`src/design/spa_pkg.sv`:
```
// spa_pkg: shared types and elaboration-time coefficient functions for the
// odd-polynomial sine pipeline. No dependencies.
`timescale 1ns / 1ps

package spa_pkg;

  localparam int ANGLE_W  = 32;
  localparam int RESULT_W = 32;
  localparam int MODE_W   = 2;
  localparam int HORNER_STEPS = 5;

  typedef enum logic [MODE_W-1:0] {
    MODE_TAYLOR7 = 2'd0,
    MODE_TAYLOR9 = 2'd1,
    MODE_CHEB    = 2'd2
  } mode_e;

  // num/den rounded to frac fraction bits, ties away from zero, by long division
  function automatic logic signed [63:0] fix_coef(input logic [63:0] num,
                                                  input logic [63:0] den,
                                                  input logic        neg,
                                                  input int          frac);
    logic [63:0] v;
    logic [63:0] r;
    int          i;
    v = '0;
    r = '0;
    for (i = 63; i >= 0; i--) begin
      r = {r[62:0], num[i]};
      v = {v[62:0], 1'b0};
      if (r >= den) begin
        r    = r - den;
        v[0] = 1'b1;
      end
    end
    for (i = 0; i <= frac; i++) begin
      r = {r[62:0], 1'b0};
      v = {v[62:0], 1'b0};
      if (r >= den) begin
        r    = r - den;
        v[0] = 1'b1;
      end
    end
    v = (v + 64'd1) >> 1;
    return neg ? -$signed(v) : $signed(v);
  endfunction

  function automatic logic signed [63:0] pi_coef(input int frac);
    return fix_coef(64'd314159265358979324, 64'd100000000000000000, 1'b0, frac);
  endfunction

  // Starting value of the Horner accumulator (top coefficient)
  function automatic logic signed [63:0] init_coef(input mode_e mode, input int frac);
    logic signed [63:0] c;
    unique case (mode)
      MODE_TAYLOR7: c = fix_coef(64'd29, 64'd151200, 1'b1, frac);
      MODE_TAYLOR9: c = fix_coef(64'd44, 64'd16329600, 1'b0, frac);
      default:      c = fix_coef(64'd13291342, 64'd100000000000000000, 1'b0, frac);
    endcase
    return c;
  endfunction

  // Lower-order Taylor forms run on the last Horner steps only
  function automatic logic step_active(input int step, input mode_e mode);
    logic a;
    unique case (mode)
      MODE_TAYLOR7: a = (step >= 3);
      MODE_TAYLOR9: a = (step >= 2);
      default:      a = 1'b1;
    endcase
    return a;
  endfunction

  function automatic logic signed [63:0] step_coef(input int step, input mode_e mode,
                                                   input int frac);
    logic signed [63:0] c;
    c = '0;
    unique case (mode)
      MODE_TAYLOR7: begin
        if (step == 3) c = fix_coef(64'd1, 64'd120, 1'b0, frac);
        if (step == 4) c = fix_coef(64'd1, 64'd6, 1'b1, frac);
      end
      MODE_TAYLOR9: begin
        if (step == 2) c = fix_coef(64'd1, 64'd5040, 1'b1, frac);
        if (step == 3) c = fix_coef(64'd1, 64'd120, 1'b0, frac);
        if (step == 4) c = fix_coef(64'd1, 64'd6, 1'b1, frac);
      end
      default: begin
        if (step == 0) c = fix_coef(64'd23317787, 64'd1000000000000000, 1'b1, frac);
        if (step == 1) c = fix_coef(64'd25222919, 64'd10000000000000, 1'b0, frac);
        if (step == 2) c = fix_coef(64'd17350505, 64'd100000000000, 1'b1, frac);
        if (step == 3) c = fix_coef(64'd66208798, 64'd10000000000, 1'b0, frac);
        if (step == 4) c = fix_coef(64'd10132118, 64'd100000000, 1'b1, frac);
      end
    endcase
    return c;
  endfunction

endpackage

```
`src/design/spa_horner_step.sv`:
```
// spa_horner_step: one registered Horner step t = t*x^2 + c, bypassed for
// modes that do not use it. Depends on spa_pkg.
`timescale 1ns / 1ps

module spa_horner_step import spa_pkg::*; #(
  parameter int DATA_WIDTH = 32,
  parameter int STEP       = 0
) (
  input  logic                        clk_i,
  input  logic                        rst_ni,
  input  logic                        valid_i,
  input  mode_e                       mode_i,
  input  logic signed [DATA_WIDTH+5:0] x_i,
  input  logic signed [DATA_WIDTH+5:0] x2_i,
  input  logic signed [DATA_WIDTH+5:0] m_i,
  input  logic signed [DATA_WIDTH+5:0] t_i,
  input  logic                        en_next_i,
  output logic                        en_o,
  output logic                        valid_o,
  output mode_e                       mode_o,
  output logic signed [DATA_WIDTH+5:0] x_o,
  output logic signed [DATA_WIDTH+5:0] x2_o,
  output logic signed [DATA_WIDTH+5:0] m_o,
  output logic signed [DATA_WIDTH+5:0] t_o
);

  localparam int FRAC = DATA_WIDTH - 2;
  localparam int W    = DATA_WIDTH + 6;
  localparam int W2   = 2 * W;
  localparam logic signed [W-1:0] C_T7 = W'(step_coef(STEP, MODE_TAYLOR7, FRAC));
  localparam logic signed [W-1:0] C_T9 = W'(step_coef(STEP, MODE_TAYLOR9, FRAC));
  localparam logic signed [W-1:0] C_CH = W'(step_coef(STEP, MODE_CHEB, FRAC));
  localparam logic A_T7 = step_active(STEP, MODE_TAYLOR7);
  localparam logic A_T9 = step_active(STEP, MODE_TAYLOR9);
  localparam logic A_CH = step_active(STEP, MODE_CHEB);

  logic signed [W2-1:0] prod;
  logic signed [W-1:0]  tp, coef, t_d;
  logic                 act, en, v_q;
  mode_e                mode_q;
  logic signed [W-1:0]  x_q, x2_q, m_q, t_q;

  assign prod = W2'(t_i) * W2'(x2_i);
  assign tp   = prod[FRAC +: W];

  always_comb begin
    unique case (mode_i)
      MODE_TAYLOR7: begin
        coef = C_T7;
        act  = A_T7;
      end
      MODE_TAYLOR9: begin
        coef = C_T9;
        act  = A_T9;
      end
      default: begin
        coef = C_CH;
        act  = A_CH;
      end
    endcase
    t_d = act ? tp + coef : t_i;
  end

  assign en   = !v_q || en_next_i;
  assign en_o = en;

  always_ff @(posedge clk_i or negedge rst_ni) begin
    if (!rst_ni) begin
      v_q <= 1'b0;
    end else if (en) begin
      v_q <= valid_i;
    end
  end

  always_ff @(posedge clk_i) begin
    if (en) begin
      mode_q <= mode_i;
      x_q    <= x_i;
      x2_q   <= x2_i;
      m_q    <= m_i;
      t_q    <= t_d;
    end
  end

  assign valid_o = v_q;
  assign mode_o  = mode_q;
  assign x_o     = x_q;
  assign x2_o    = x2_q;
  assign m_o     = m_q;
  assign t_o     = t_q;

endmodule

```
`config.mk`:
```
export PLATFORM = sky130hd
export DESIGN_NAME = spa_horner_step
export DESIGN_NICKNAME = d
export VERILOG_FILES = /design/src/design/spa_pkg.sv /design/src/design/spa_horner_step.sv
export SDC_FILE = /design/constraint.sdc
export NUM_CORES = 2
export LEC_CHECK = 0
export BUFFER_PORTS_ARGS = -buffer_cell sky130_fd_sc_hd__buf_2
export CAP_MARGIN = 10
export CORE_MARGIN = 2
export CORE_UTILIZATION = 50
export DETAILED_ROUTE_END_ITERATION = 16
export PLACE_DENSITY_LB_ADDON = 0.25
export SYNTH_ARGS = -nofsm -noshare
export SYNTH_HDL_FRONTEND = slang
export SYNTH_SLANG_ARGS = --single-unit
```
`constraint.sdc`:
```
create_clock -name clk_i -period 18.9 [get_ports clk_i]
set_clock_uncertainty 0.05 [all_clocks]
set_input_delay 5.67 -clock clk_i [delete_from_list [all_inputs] [get_ports clk_i]]
set_output_delay 5.67 -clock clk_i [all_outputs]
set_load 0.005 [all_outputs]
```
[After elaboration in Yosys (flattened, before gate mapping)]
Index checks and enable logic that the tools add are counted.
Cells by class
  $add $sub $neg: 1
  multiply operators: 1
  equality and inequality tests: 1
  muxes and demuxes: 2
  reduce and logical (&&, ||, !) cells: 4
Operators by type and width (count)
  $mux 38: 2
  $mul 38x38->68: 1
  $add 38x38->38: 1
  $eq 2x1->1 const B: 1
  $logic_not 2->1: 1
  $reduce_or 2->1: 1
  $logic_not 1->1: 1
  $logic_or 1x1->1: 1
Word-level totals
  bits in registers: 155
  output and inout bits: 156

[Logic depth before layout (Yosys ltp)]
  depth in word-level cells: 5
  gate-level depth with buffers: 45

[Worst setup path before layout]
OpenSTA, ideal clock, no wires.
  path type: input to register
  start point: in x2_i[2]
  end point: reg t_q[31] (netlist: t_o[31]), data pin
  library setup time: 0.260 ns
  arrival: 14.865 ns
  slack: 3.726 ns
  stages on the path: 43
  path buffers: 3
  cells stage by stage: clkbuf_1 clkbuf_1 nand2_1 fa_1 inv_1 fa_1 fa_1 inv_1 fa_1 fa_1 inv_1 fa_1 fa_1 inv_1 fa_1 inv_1 ha_1 clkbuf_1 [... 7 more ...] o21a_1 nor2b_1 o21a_1 nor2_1 xnor2_1 ha_1 a21oi_1 o21ai_0 a21o_1 a21o_1 a21oi_1 o21bai_1 a21oi_1 nor3_1 a21oi_1 o21bai_1 xor2_1 mux2_2
Between the ends
  cells in the longest elaborated chain, start to end: 3
RTL lines
  start, declared: RTL line spa_horner_step.sv:14  | input logic signed [DATA_WIDTH+5:0] x2_i,
  $mul 38x38->68: RTL line spa_horner_step.sv:43  | assign prod = W2'(t_i) * W2'(x2_i);
  $add 38x38->38: RTL line spa_horner_step.sv:61  | t_d = act ? tp + coef : t_i;
  $mux 38: RTL line spa_horner_step.sv:61
  net t_d[31]: RTL line spa_horner_step.sv:38  | logic signed [W-1:0] tp, coef, t_d;
  end signal, assigned: RTL line spa_horner_step.sv:81  | t_q <= t_d;
  end, declared: RTL line spa_horner_step.sv:41  | logic signed [W-1:0] x_q, x2_q, m_q, t_q;
The timed path passes the listed nets, and every way through them passes these cells.
A chain may end at the register's enable or synchronous reset.

[Worst setup path after layout]
  start point: in t_i[15]
  end point: reg t_q[31] (netlist: t_o[31]), data pin
Between the ends
  cells in the longest elaborated chain, start to end: 3
RTL lines
  start, declared: RTL line spa_horner_step.sv:16  | input logic signed [DATA_WIDTH+5:0] t_i,
  $mul 38x38->68: RTL line spa_horner_step.sv:43
  $add 38x38->38: RTL line spa_horner_step.sv:61
  $mux 38: RTL line spa_horner_step.sv:61
  net t_d[31]: RTL line spa_horner_step.sv:38
The timed path passes the listed nets, and every way through them passes these cells.

==> out/qor.txt <==
Worst Max-Slew Pin Slew: 1220 ps
H-tree levels: 4
Setup Fix Bufs, Post-CTS: 0
Top cells by area, synth: fa_1 54%, inv_1 9.9%, edfxtp_1 8.7%
Largest net degree at the start of global routing: 67
Post-layout min period: 17,030 ps
Slowest stage delay, CP: 760 ps
Post-synth net total: 7,393
CP bufs+invs: 7
Initial antenna violation count: 9
Core box area: 106,000 sq um
Most frequent cell after synthesis: fa_1
Total CTS buffers: 17
Final Hold Viols: 0
Setup ws final: 1870 ps
Clk sinks: 155
Unrepaired setup endpoints after global routing: no
Worst path arrival time: 17,180 ps
1st-pass router iterations: 9
Row cnt: 119
F_max: 58.7 MHz
Synthesized area: 53,400 sq um
Hold Buf Count CTS: 0
Worst hold slack: 1100 ps
CP Class: in -> reg
Synthesized area per cell: 9.61 sq um
Clk buf depth: 2
Area Growth Syn to Fin: 6.13%
DP HPWL: 129,000 um
Top Family by Delay on Critical Path: adder cells
EDFF count, synth: 154
WP depth: 42
CP required: 19,040 ps
Gr usage total: 30.0%
Die W: 331 um
Worst setup EP type: register
Initial Util: 50.6%
Post-synth top area share: 53.6%
Fraction of registers with async set/reset: 0.645%
Post-synthesis sequential area ratio: 8.71%
IO Count: 314
Slew Limit Fails: 0
Clk Latency, worst-skew pair: 440 ps
Final period util: 90.1%
Failing checks: antenna rules
First-pass GRT wire length: 246,000 um
Crit path top cell by count: fa_1
Die area: 109,000 sq um
Yosys cell types: 69
Mapped Cells: 5,553
Initial DRC Count: 2,567
WL final: 158,000 um
Hold Path Class: reg -> reg
Via density per instance: 5.42
Setup TNS: 0 ps
CP max-delay cell: buf_2
Grt total ovfl: 0
DP Worst Slack: 1650 ps
Status: complete, but fails checks
Final setup viols: 0
Antenna viol nets, final: 1
Max-cap violation count: 0
Synth area leader: fa_1
Worst setup SP type: input pin
WHS Path Cells: 1
Crit-path max FO: 33
Clock root buffer: clkbuf_16
Vias in the first global route: 42,400
Max_slew headroom: 18.8%
WL/cell: 22.4 um
Die height: 331 um
Detailed-route via count: 38,300
DRC: 0
Worst reg-to-reg path cell count: 2
Post-synth top cells: 1,428 x fa_1, 1,407 x inv_1, 925 x nand2_1, 501 x and2_1, 304 x clkbuf_1
Post-CTS resize count: 0
Post-synth top flop: edfxtp_1
Synth Register Bits: 155
GP Congestion: 0.924
Nets@finish: 7,483
Port Buffers: 313
Share of layout cells above drive strength 1: 8.19%
CTS tree: built
Worst-path clk slew: 60 ps
Synth Warn #: 0
-- layer usage --
metal  share of wire (%)  up-vias  GRT usage [%]
met1                  37    20300           36.9
met5               0.015        -              0
met2                  51     1515           52.6
met4                 5.2        4           13.9
li1                    -    16100              -
met3                 6.7      392           4.07
-- stage by stage --
stage,area (sq um),util [%],std cells
floorplan,53400,-,5553
global placement,56100,53.1,7015
detailed placement,56100,53.1,7015
CTS,56600,53.6,7047
global route,56600,53.6,7049
finish,56600,53.7,7061
-- placed cells by master, fill, tap and decap left out, types with 20 or more instances in the layout --
master,count
a21oi_1,78
mux2_2,26
buf_4,68
xnor2_1,72
inv_1,1407
nand2_1,925
a21o_1,37
nor3_1,26
nor2_1,85
fa_1,1428
ha_1,254
o21ai_0,30
nand2b_1,20
buf_2,312
edfxtp_1,154
and2_1,501
-- registers in the layout, indices dropped and copies added (netlist names) --
signal and cells:
m_o 38, t_o 38, x2_o 38, x_o 38
mode_o 2, valid_o 1
-- final timing paths --
kind	slack (ps)	start	end
worst max-delay path	1870	t_i[15]	t_o[31]
worst max register to register	16730	valid_o	x2_o[10]
worst min register to register	1100	valid_o	m_o[11]
min in group asynchronous	4950	rst_ni	valid_o
max in group asynchronous	13760	rst_ni	valid_o
worst min-delay path	1100	valid_o	m_o[11]
-- area by class of cell --
| type | instances | area, sq um |
|---|---|---|
| well taps | 1391 | 1740 |
| diodes | 14 | 35.0 |
| inverters | 1407 | 5280 |
| flip-flops and latches | 155 | 4650 |
| multi-input cells | 3680 | 42300 |
| fillers | 9550 | 48900 |
| clock buffers | 19 | 433 |
| clock inverters | 13 | 113 |
| repair buffers | 382 | 2110 |
-- logic make-up after synthesis --
family / count (synthesis) / synth area share, %
buf+inv: 1718 / 12.1
fa+ha+maj: 1682 / 59.5
simple gates: 1632 / 14.4
compound gates: 248 / 3.25
flops: 155 / 8.71
xor+xnor: 91 / 1.49
mux: 27 / 0.567
Power is not shown: default switching activity piles up to over one toggle a cycle in this logic, so the estimate is an artifact.
